File: config.mk
export PLATFORM = sky130hd
export DESIGN_NAME = centroid_motion_vote_core
export DESIGN_NICKNAME = d
export VERILOG_FILES = /design/src/design/cmv_pkg.sv /design/src/design/cmv_ctrl.sv /design/src/design/cmv_dp.sv /design/src/design/centroid_motion_vote_core.sv
export SDC_FILE = /design/constraint.sdc
export NUM_CORES = 2
export LEC_CHECK = 0
export BUFFER_PORTS_ARGS = -buffer_cell sky130_fd_sc_hd__buf_2
export CAP_MARGIN = 20
export CORE_AREA = 8 8 431 433
export CTS_CLUSTER_DIAMETER = 150
export DETAILED_ROUTE_END_ITERATION = 6
export DIE_AREA = 0 0 439 441
export PLACE_DENSITY_LB_ADDON = 0.1
export SETUP_SLACK_MARGIN = 0.05
export SKIP_CTS_REPAIR_TIMING = 1
export SYNTH_ARGS = -nofsm -noshare
export SYNTH_HDL_FRONTEND = slang
export SYNTH_SLANG_ARGS = --single-unit
File: constraint.sdc
create_clock -name clk -period 10.1 [get_ports clk]
set_input_delay 1.01 -clock clk [delete_from_list [all_inputs] [get_ports clk]]
set_output_delay 1.01 -clock clk [all_outputs]
set_load 0.05 [all_outputs]
File: src/design/cmv_pkg.sv
`default_nettype none
// ----------------------------------------------------------------------------
// cmv_pkg
// Shared types and constants for the centroid motion vote block.
// ----------------------------------------------------------------------------
package cmv_pkg;

    localparam int MAX_POINTS  = 65536;
    localparam int HISTORY_MAX = 16;
    localparam int COORD_W     = 18;
    localparam int CNT_W       = 17;
    localparam int SUM_W       = 34;
    localparam int DIFF_W      = 19;
    localparam int SQ_W        = 38;
    localparam int D2_W        = 40;
    localparam int TH_W        = 17;
    localparam int HLEN_W      = 5;
    localparam int HIDX_W      = 4;
    localparam int DIV_STEPS   = SUM_W;
    localparam int STEP_W      = 6;

    localparam logic [0:0] REG_THRESHOLD = 1'b0;
    localparam logic [0:0] REG_HISTLEN   = 1'b1;

    typedef enum logic [2:0] {
        ST_ACCUM,
        ST_DIV_START,
        ST_DIV_RUN,
        ST_DIST,
        ST_VOTE,
        ST_COUNT,
        ST_OUT
    } cmv_state_t;

    // controller to datapath commands
    typedef struct packed {
        logic accept;
        logic div_start;
        logic div_step;
        logic dist_calc;
        logic vote_push;
        logic count_step;
        logic count_clear;
        logic finish;
    } cmv_cmd_t;

    // datapath to controller status
    typedef struct packed {
        logic frame_end_seen;
        logic empty;
        logic first;
        logic div_done;
        logic count_done;
    } cmv_status_t;

endpackage
`default_nettype wire

File: src/design/cmv_ctrl.sv
`default_nettype none
// ----------------------------------------------------------------------------
// cmv_ctrl
// Sequencer: accepts point beats, then runs divide, distance, vote, count
// and result phases after a frame end; empty frames skip to count and the first frame skips the vote.
// ----------------------------------------------------------------------------
module cmv_ctrl (
    input  wire                  clk,
    input  wire                  rst_n,
    input  wire                  in_valid,
    input  wire                  out_ready,
    input  cmv_pkg::cmv_status_t status,
    output cmv_pkg::cmv_cmd_t    cmd,
    output logic                 in_ready,
    output logic                 out_valid
);

    cmv_pkg::cmv_state_t state_reg, state_next;

    // state register
    always_ff @(posedge clk or negedge rst_n)
    begin
        if (!rst_n)
            state_reg <= cmv_pkg::ST_ACCUM;
        else
            state_reg <= state_next;
    end

    // next state
    always_comb
    begin
        state_next = state_reg;
        unique case (state_reg)
            cmv_pkg::ST_ACCUM:
                if (in_valid && status.frame_end_seen)
                    state_next = cmv_pkg::ST_DIV_START;
            cmv_pkg::ST_DIV_START:
                state_next = status.empty ? cmv_pkg::ST_COUNT : cmv_pkg::ST_DIV_RUN;
            cmv_pkg::ST_DIV_RUN:
                if (status.div_done)
                    state_next = cmv_pkg::ST_DIST;
            cmv_pkg::ST_DIST:
                state_next = status.first ? cmv_pkg::ST_COUNT : cmv_pkg::ST_VOTE;
            cmv_pkg::ST_VOTE:
                state_next = cmv_pkg::ST_COUNT;
            cmv_pkg::ST_COUNT:
                if (status.count_done)
                    state_next = cmv_pkg::ST_OUT;
            cmv_pkg::ST_OUT:
                if (out_ready)
                    state_next = cmv_pkg::ST_ACCUM;
            default:
                state_next = cmv_pkg::ST_ACCUM;
        endcase
    end

    // outputs
    always_comb
    begin
        cmd         = '0;
        in_ready    = 1'b0;
        out_valid   = 1'b0;
        unique case (state_reg)
            cmv_pkg::ST_ACCUM:
            begin
                in_ready   = 1'b1;
                cmd.accept = in_valid;
            end
            cmv_pkg::ST_DIV_START:
            begin
                cmd.div_start   = 1'b1;
                cmd.count_clear = 1'b1;
            end
            cmv_pkg::ST_DIV_RUN:
                cmd.div_step = 1'b1;
            cmv_pkg::ST_DIST:
                cmd.dist_calc = 1'b1;
            cmv_pkg::ST_VOTE:
                cmd.vote_push = 1'b1;
            cmv_pkg::ST_COUNT:
                cmd.count_step = 1'b1;
            cmv_pkg::ST_OUT:
            begin
                out_valid  = 1'b1;
                cmd.finish = out_ready;
            end
            default: ;
        endcase
    end

    // a result is shown only after a frame end beat was taken
    assert property (@(posedge clk) disable iff (!rst_n)
        out_valid && !$past(out_valid) |-> !$past(in_ready))
        else $error("result without preceding work");
    // input is never taken while a result waits
    assert property (@(posedge clk) disable iff (!rst_n)
        !(in_ready && out_valid))
        else $error("input and output open together");
    // frame end moves the sequencer out of accumulate
    assert property (@(posedge clk) disable iff (!rst_n)
        in_valid && in_ready && status.frame_end_seen |=> !in_ready)
        else $error("frame end not closed");

endmodule
`default_nettype wire

File: src/design/cmv_dp.sv
`default_nettype none
// ----------------------------------------------------------------------------
// cmv_dp
// Datapath: axis sums, three-lane restoring divider, squared distance,
// vote history and serial vote count.
// ----------------------------------------------------------------------------
module cmv_dp (
    input  wire                               clk,
    input  wire                               rst_n,
    input  cmv_pkg::cmv_cmd_t                 cmd,
    output cmv_pkg::cmv_status_t              status,
    input  wire signed [cmv_pkg::COORD_W-1:0] point_x,
    input  wire signed [cmv_pkg::COORD_W-1:0] point_y,
    input  wire signed [cmv_pkg::COORD_W-1:0] point_z,
    input  wire                               point_valid,
    input  wire                               frame_end,
    input  wire        [cmv_pkg::TH_W-1:0]    threshold,
    input  wire        [cmv_pkg::HLEN_W-1:0]  hist_len,
    output logic                              moving_flag,
    output logic signed [cmv_pkg::COORD_W-1:0] centroid_x,
    output logic signed [cmv_pkg::COORD_W-1:0] centroid_y,
    output logic signed [cmv_pkg::COORD_W-1:0] centroid_z,
    output logic       [cmv_pkg::HLEN_W-1:0]  moving_votes,
    output logic       [cmv_pkg::HLEN_W-1:0]  history_fill,
    output logic                              frame_empty,
    output logic                              point_overflow
);
    localparam int SW = cmv_pkg::SUM_W;
    localparam int CW = cmv_pkg::CNT_W;
    localparam int HM = cmv_pkg::HISTORY_MAX;

    logic signed [SW-1:0] sum_reg [3];
    logic [CW-1:0]        cnt_reg;
    logic                 ovf_reg;
    logic                 first_reg;
    logic signed [cmv_pkg::COORD_W-1:0] prev_reg [3];
    logic signed [cmv_pkg::COORD_W-1:0] cen_reg [3];
    logic [HM-1:0]        hist_reg;
    logic [cmv_pkg::HLEN_W-1:0] held_reg;
    logic [SW-1:0]        quo_reg [3];
    logic [CW-1:0]        rem_reg [3];
    logic [2:0]           neg_reg;
    logic [cmv_pkg::STEP_W-1:0] step_reg;
    logic [cmv_pkg::SQ_W-1:0]   sq_reg [3];
    logic [cmv_pkg::HLEN_W-1:0] cidx_reg;
    logic [cmv_pkg::HLEN_W-1:0] votes_reg;
    logic                 moving_reg;
    logic                 empty_reg;

    // frame accumulate
    always_ff @(posedge clk or negedge rst_n)
    begin
        if (!rst_n)
        begin
            for (int k = 0; k < 3; k++)
                sum_reg[k] <= '0;
            cnt_reg <= '0;
            ovf_reg <= 1'b0;
        end
        else if (cmd.finish)
        begin
            for (int k = 0; k < 3; k++)
                sum_reg[k] <= '0;
            cnt_reg <= '0;
            ovf_reg <= 1'b0;
        end
        else if (cmd.accept && point_valid)
        begin
            if (cnt_reg < CW'(cmv_pkg::MAX_POINTS))
            begin
                sum_reg[0] <= sum_reg[0] + SW'(point_x);
                sum_reg[1] <= sum_reg[1] + SW'(point_y);
                sum_reg[2] <= sum_reg[2] + SW'(point_z);
                cnt_reg    <= cnt_reg + 1'b1;
            end
            else
                ovf_reg <= 1'b1;
        end
    end

    // restoring divide of magnitudes, three lanes, one bit a cycle
    always_ff @(posedge clk)
    begin
        if (cmd.div_start)
        begin
            for (int k = 0; k < 3; k++)
            begin
                neg_reg[k] <= sum_reg[k][SW-1];
                quo_reg[k] <= sum_reg[k][SW-1] ? SW'(-sum_reg[k]) : SW'(sum_reg[k]);
                rem_reg[k] <= '0;
            end
        end
        else if (cmd.div_step)
        begin
            for (int k = 0; k < 3; k++)
            begin
                logic [CW:0] trial;
                trial = {rem_reg[k], quo_reg[k][SW-1]} - {1'b0, cnt_reg};
                if (!trial[CW])
                begin
                    rem_reg[k] <= trial[CW-1:0];
                    quo_reg[k] <= {quo_reg[k][SW-2:0], 1'b1};
                end
                else
                begin
                    rem_reg[k] <= {rem_reg[k][CW-2:0], quo_reg[k][SW-1]};
                    quo_reg[k] <= {quo_reg[k][SW-2:0], 1'b0};
                end
            end
        end
    end

    always_ff @(posedge clk or negedge rst_n)
    begin
        if (!rst_n)
            step_reg <= '0;
        else if (cmd.div_start)
            step_reg <= '0;
        else if (cmd.div_step)
            step_reg <= step_reg + 1'b1;
    end

    logic signed [cmv_pkg::COORD_W-1:0] cen_now [3];
    always_comb
    begin
        for (int k = 0; k < 3; k++)
            cen_now[k] = neg_reg[k] ? -quo_reg[k][cmv_pkg::COORD_W-1:0]
                                    : quo_reg[k][cmv_pkg::COORD_W-1:0];
    end

    logic div_done;
    assign div_done = cmd.div_step && (step_reg == cmv_pkg::STEP_W'(cmv_pkg::DIV_STEPS - 1));

    // centroid, previous centroid and first-frame flag
    always_ff @(posedge clk or negedge rst_n)
    begin
        if (!rst_n)
        begin
            for (int k = 0; k < 3; k++)
            begin
                prev_reg[k] <= '0;
                cen_reg[k]  <= '0;
            end
            first_reg <= 1'b1;
        end
        else if (cmd.div_start)
        begin
            for (int k = 0; k < 3; k++)
                cen_reg[k] <= '0;
        end
        else if (cmd.dist_calc)
        begin
            for (int k = 0; k < 3; k++)
                cen_reg[k] <= cen_now[k];
            // first frame only seeds the previous centroid
            if (first_reg)
            begin
                for (int k = 0; k < 3; k++)
                    prev_reg[k] <= cen_now[k];
                first_reg <= 1'b0;
            end
        end
        else if (cmd.vote_push)
        begin
            for (int k = 0; k < 3; k++)
                prev_reg[k] <= cen_reg[k];
        end
    end

    // squared displacement per axis, one multiplier per lane
    always_ff @(posedge clk)
    begin
        if (cmd.dist_calc)
        begin
            for (int k = 0; k < 3; k++)
            begin
                logic signed [cmv_pkg::DIFF_W-1:0] d;
                logic [cmv_pkg::DIFF_W-1:0] a;
                d = cmv_pkg::DIFF_W'(cen_now[k]) - cmv_pkg::DIFF_W'(prev_reg[k]);
                a = d[cmv_pkg::DIFF_W-1] ? cmv_pkg::DIFF_W'(-d) : cmv_pkg::DIFF_W'(d);
                sq_reg[k] <= a * a;
            end
        end
    end

    // vote push with oldest drop
    logic [cmv_pkg::D2_W-1:0] d2;
    logic [2*cmv_pkg::TH_W-1:0] th2;
    logic vote;
    logic [cmv_pkg::HLEN_W-1:0] eff_len, n_old, n_new;
    always_comb
    begin
        d2  = cmv_pkg::D2_W'(sq_reg[0]) + cmv_pkg::D2_W'(sq_reg[1])
            + cmv_pkg::D2_W'(sq_reg[2]);
        th2 = threshold * threshold;
        vote = d2 > cmv_pkg::D2_W'(th2);
        eff_len = (hist_len > cmv_pkg::HLEN_W'(HM)) ? cmv_pkg::HLEN_W'(HM) : hist_len;
        n_old = held_reg;
        n_new = n_old + 1'b1;
    end

    always_ff @(posedge clk or negedge rst_n)
    begin
        if (!rst_n)
        begin
            hist_reg <= '0;
            held_reg <= '0;
        end
        else if (cmd.vote_push)
        begin
            logic [HM:0] tmp;
            tmp = {1'b0, hist_reg};
            tmp[n_old[cmv_pkg::HIDX_W:0]] = vote;
            if (n_new > eff_len)
            begin
                hist_reg <= tmp[HM:1];
                held_reg <= n_old;
            end
            else
            begin
                hist_reg <= tmp[HM-1:0];
                held_reg <= n_new;
            end
        end
    end

    // serial vote count over held entries
    always_ff @(posedge clk or negedge rst_n)
    begin
        if (!rst_n)
        begin
            cidx_reg  <= '0;
            votes_reg <= '0;
        end
        else if (cmd.count_clear)
        begin
            cidx_reg  <= '0;
            votes_reg <= '0;
        end
        else if (cmd.count_step && !status.count_done)
        begin
            votes_reg <= votes_reg + cmv_pkg::HLEN_W'(hist_reg[cidx_reg[cmv_pkg::HIDX_W-1:0]]);
            cidx_reg  <= cidx_reg + 1'b1;
        end
    end

    always_ff @(posedge clk or negedge rst_n)
    begin
        if (!rst_n)
        begin
            moving_reg <= 1'b0;
            empty_reg  <= 1'b0;
        end
        else if (cmd.div_start)
        begin
            moving_reg <= 1'b0;
            empty_reg  <= (cnt_reg == '0);
        end
        else if (cmd.vote_push)
            moving_reg <= 1'b1;
    end

    always_comb
    begin
        status.frame_end_seen = frame_end;
        status.empty          = (cnt_reg == '0);
        status.first          = first_reg;
        status.div_done       = div_done;
        status.count_done     = (cidx_reg >= held_reg);
    end

    // result fields
    assign centroid_x     = cen_reg[0];
    assign centroid_y     = cen_reg[1];
    assign centroid_z     = cen_reg[2];
    assign moving_votes   = votes_reg;
    assign history_fill   = held_reg;
    assign frame_empty    = empty_reg;
    assign point_overflow = ovf_reg;
    assign moving_flag    = moving_reg && (votes_reg > (held_reg >> 1));

    // fill never exceeds the history depth
    assert property (@(posedge clk) disable iff (!rst_n) held_reg <= cmv_pkg::HLEN_W'(HM))
        else $error("history overfilled");
    // count never exceeds points bound
    assert property (@(posedge clk) disable iff (!rst_n)
        cnt_reg <= CW'(cmv_pkg::MAX_POINTS))
        else $error("point count out of bound");
    // a push changes the fill by at most one
    assert property (@(posedge clk) disable iff (!rst_n)
        cmd.vote_push |=> (held_reg == $past(held_reg) + 1'b1) || (held_reg == $past(held_reg))
                          || (held_reg == $past(held_reg) - 1'b1))
        else $error("fill jumped");

endmodule
`default_nettype wire

File: src/design/centroid_motion_vote_core.sv
`default_nettype none
// ----------------------------------------------------------------------------
// centroid_motion_vote_core
// Lidar frame centroid and majority motion vote.
// ----------------------------------------------------------------------------
// Points are taken one beat per cycle while a frame accumulates. A beat with
// frame_end starts the back end: a setup state, a restoring divider (one
// quotient bit per cycle for all three axes), the squared distance, the vote
// push and the history count, then the result beat waits for out_ready.
// Empty frames skip the divider, distance and vote phases; the first frame
// skips the vote push.
module centroid_motion_vote_core (
    input  wire                               clk,
    input  wire                               rst_n,
    input  wire                               psel,
    input  wire                               penable,
    input  wire                               pwrite,
    input  wire        [2:0]                  paddr,
    input  wire        [31:0]                 pwdata,
    output logic       [31:0]                 prdata,
    output logic                              pready,
    input  wire                               in_valid,
    output logic                              in_ready,
    input  wire signed [cmv_pkg::COORD_W-1:0] point_x,
    input  wire signed [cmv_pkg::COORD_W-1:0] point_y,
    input  wire signed [cmv_pkg::COORD_W-1:0] point_z,
    input  wire                               point_valid,
    input  wire                               frame_end,
    output logic                              out_valid,
    input  wire                               out_ready,
    output logic                              moving_flag,
    output logic signed [cmv_pkg::COORD_W-1:0] centroid_x,
    output logic signed [cmv_pkg::COORD_W-1:0] centroid_y,
    output logic signed [cmv_pkg::COORD_W-1:0] centroid_z,
    output logic       [cmv_pkg::HLEN_W-1:0]  moving_votes,
    output logic       [cmv_pkg::HLEN_W-1:0]  history_fill,
    output logic                              frame_empty,
    output logic                              point_overflow
);

    logic [cmv_pkg::TH_W-1:0]   thresh_reg;
    logic [cmv_pkg::HLEN_W-1:0] hlen_reg;
    cmv_pkg::cmv_cmd_t    cmd;
    cmv_pkg::cmv_status_t status;

    // configuration registers
    always_ff @(posedge clk or negedge rst_n)
    begin
        if (!rst_n)
        begin
            thresh_reg <= cmv_pkg::TH_W'(50);
            hlen_reg   <= cmv_pkg::HLEN_W'(5);
        end
        else if (psel && penable && pwrite && paddr[1:0] == 2'b00)
        begin
            if (paddr[2] == cmv_pkg::REG_THRESHOLD)
                thresh_reg <= pwdata[cmv_pkg::TH_W-1:0];
            else
                hlen_reg <= pwdata[cmv_pkg::HLEN_W-1:0];
        end
    end

    assign pready = 1'b1;
    always_comb
    begin
        if (paddr[2] == cmv_pkg::REG_HISTLEN)
            prdata = {27'd0, hlen_reg};
        else
            prdata = {15'd0, thresh_reg};
    end

    cmv_ctrl u_ctrl (
        .clk          (clk),
        .rst_n        (rst_n),
        .in_valid     (in_valid),
        .out_ready    (out_ready),
        .status       (status),
        .cmd          (cmd),
        .in_ready     (in_ready),
        .out_valid    (out_valid)
    );

    cmv_dp u_dp (
        .clk            (clk),
        .rst_n          (rst_n),
        .cmd            (cmd),
        .status         (status),
        .point_x        (point_x),
        .point_y        (point_y),
        .point_z        (point_z),
        .point_valid    (point_valid),
        .frame_end      (frame_end),
        .threshold      (thresh_reg),
        .hist_len       (hlen_reg),
        .moving_flag    (moving_flag),
        .centroid_x     (centroid_x),
        .centroid_y     (centroid_y),
        .centroid_z     (centroid_z),
        .moving_votes   (moving_votes),
        .history_fill   (history_fill),
        .frame_empty    (frame_empty),
        .point_overflow (point_overflow)
    );

endmodule
`default_nettype wire
==> summary.md <==
| Metric | Value |
|---|---|
| Outcome | `finished, final reports clean` |
| Non-Filler Instances | `11900` |
| Compound-Gate Fraction of Synth Area | `12.6%` |
| First-pass GRT wire length | `342000 um` |
| Worst-skew pair later-pin latency | `700 ps` |
| R2R Path End | `u_dp.sq_reg[0][69]$_DFFE_PP_` |
| Slew @ Worst Pin | `1080 ps` |
| Buf/Inv on CP | `8` |
| Antenna violations before repair | `5` |
| Cell mode on critical path | `fa_1` |
| Post-synthesis simple-gate area fraction | `14.0%` |
| Max Cap Viol | `0` |
| EDFF count, synth | `266` |
| I/O pin cnt | `200` |
| Clock tree buffer depth | `3` |
| Die Wd | `439 um` |
| CP peak stage delay | `640 ps` |
| Yosys top cell area share | `24.1%` |
| Final hold vios | `0` |
| Yosys reg bits | `560` |
| Placed cell count | `11600` |
| Mux cell area share after synthesis | `1.70%` |
| Start point of the critical path | `u_dp.quo_reg[1][1]$_DFFE_PP_` |
| Initial DRC count | `3165` |
| Vias | `61700` |
| Post-synthesis sequential area ratio | `19.6%` |
| DRT Wirelength | `213000 um` |
| Gr ovfl total | `0` |
| Post-Synth XOR/XNOR Area | `6.50%` |
| DRC Markers | `0` |
| Total GRT Usage | `21.8%` |
| CTS tree | `done` |
| WP data arrival | `10390 ps` |
| Die Span Y | `441 um` |
| Unrepaired setup endpoints after global routing | `true` |
| Vias per cell | `5.21` |
| Setup-failing EPs final | `0` |
| Clock slew at reported path FFs | `60 ps` |
| Mapped Cells | `8691` |
| Crit Path Max Fanout | `11` |
| Detailed placer's ending HPWL | `174000 um` |
| Worst path slowest cell | `or4_1` |
| Antenna Violating Nets Remaining | `0` |
| Synth Flop Type | `dfrtp_1` |
| Most frequent cell after synthesis | `inv_1` |
| Share of layout cells above drive strength 1 | `14.9%` |
| Wire per inst | `18.0 um` |
| Clk_skew | `42.9 ps` |
| Largest net degree at the start of global routing | `229` |
| Design Area, Final | `91100 sq um` |
| Synth area leaders | `fa_1, ha_1, edfxtp_1, dfrtp_1, inv_1` |
| Post-synthesis adder-cell area fraction | `37.2%` |
| Hold Crit Class | `input pin to asynchronous set/reset pin` |
| F_max | `100 MHz` |
| Length of the first detailed-routing pass in iterations | `5` |
| Area grow syn2layout | `16.3%` |
| Flop2flop setup slack | `130 ps` |
| Cts bufs inserted | `74` |
| Synthesized cell area | `78300 sq um` |
| Rows | `156` |
| YS warnings | `0` |
| Buffers on Ports | `168` |
| Synth unique cells | `106` |
| Max FFs per register | `111` |
| Max-slew violation count | `0` |
| Slew headroom | `27.7%` |
| Mapped Avg Cell Area | `9.01 sq um` |
| Placed cell area | `86100 sq um` |
| Synth cell count leaders | `inv_1, fa_1, ha_1, nand2_1, nor2_1` |
| Core area | `179000 sq um` |
| Reg-to-Reg Start | `u_dp.quo_reg[1][1]$_DFFE_PP_` |
| Die Area | `194000 sq um` |
| Async S/R FF share, synth | `52.3%` |
| Final Util | `50.8%` |
| Cell count of the worst reg-to-reg path | `39` |
| Initial Util | `43.7%` |
| Cell taking the most area after synthesis | `fa_1` |
| Vias in the first global route | `62900` |
| RePlAce Congestion | `0.938` |
| Endpoint class of the critical path | `register` |
| Clk sinks | `560` |
| Main combinational cell family by area after synthesis | `adder cells` |
| Final min period | `9970 ps` |
| Clk Tree Root Cell | `clkbuf_16` |
| Critical Path RT | `10520 ps` |
| Crit share post-route | `98.7%` |
| Startpoint types | `register` |
| WS Path Type | `register to register` |
| Crit-path leading delay family | `adder cells` |
| Layout Nets | `11300` |
| H-tree levels | `3` |
==> area by class of cell <==
type / count / area, sq um
inverters: 1453 / 5490
fillers: 17000 / 88100
flip-flops and latches: 560 / 15400
clock buffers: 101 / 2020
diodes: 2 / 5.00
multi-input cells: 6465 / 58300
well taps: 2370 / 2970
clock inverters: 37 / 513
repair buffers: 866 / 6380
==> routing by layer <==
metal / global-route usage [%] / wire length, um / up-vias / part of all wire, %
met5: 0 / 0 / - / 0
met4: 4.24 / 3890 / 0 / 1.8
met3: 3.12 / 9380 / 188 / 4.4
met2: 36.7 / 101000 / 1112 / 47
met1: 30.2 / 98900 / 30300 / 46
li1: - / - / 30100 / -
==> cell families (layout without fill, tap and decap cells) <==
group / count (synthesis) / in the layout
flip-flops: 560 / 560
XOR/XNOR: 574 / 574
buffers and inverters: 1720 / 2457
AND/OR/NAND/NOR: 2380 / 2381
AO/OA/AOI/OAI: 1569 / 1569
other: 2 / 57
adder cells (fa/ha/maj): 1762 / 1762
multiplexers: 124 / 124
==> worst max path at each step <==
stage | to | slack (ps) | cells after the start
final | u_dp.sq_reg[0][69]$_DFFE_PP_ | 130 | 39
after global routing | u_dp.sq_reg[0][75]$_DFFE_PP_ | -200 | 40
after detailed placement | u_dp.sq_reg[0][75]$_DFFE_PP_ | -280 | 39
after CTS | u_dp.sq_reg[0][35]$_DFFE_PP_ | -390 | 40
after floorplan | u_dp.sq_reg[0][36]$_DFFE_PP_ | 110 | 38
after global placement | u_dp.sq_reg[0][35]$_DFFE_PP_ | -260 | 41
==> per-stage QoR <==
step           hold slack, ps  setup slack [ps]  setup TNS (ps)
4_1_cts                   361              -386           -3340
2_1_floorplan             423               110               0
3_5_place_dp              470              -281           -1940
3_3_place_gp              461              -258           -1220
5_1_grt                   399              -201           -1010
6_report                  359               128               0
==> layout by cell type (no fill, tap or decap), drive strengths merged, types with 15 or more instances in the layout <==
cell and n:
mux2 20, dfrtp 287, o31a 16, o31ai 64
xnor2 323, nor2 674, clkbuf 101, nand3 194
or3 76, o211ai 32, a21boi 22, or4 34
a31oi 51, or2 34, nor4 51, nand2 816
o21ai 531, and3 29, a21oi 342, o21a 75
mux2i 99, buf 866, fa 944, a21o 146
conb 55, nor2b 81, a31o 15, o41ai 33
ha 818, nand4 41, edfxtp 266, a211oi 60
o21bai 53, nand2b 86, and2 87, xor2 251
clkinv 24, inv 1452, nor3 116
Power is not shown: default switching activity piles up to over one toggle a cycle in this logic, so the estimate is an artifact.
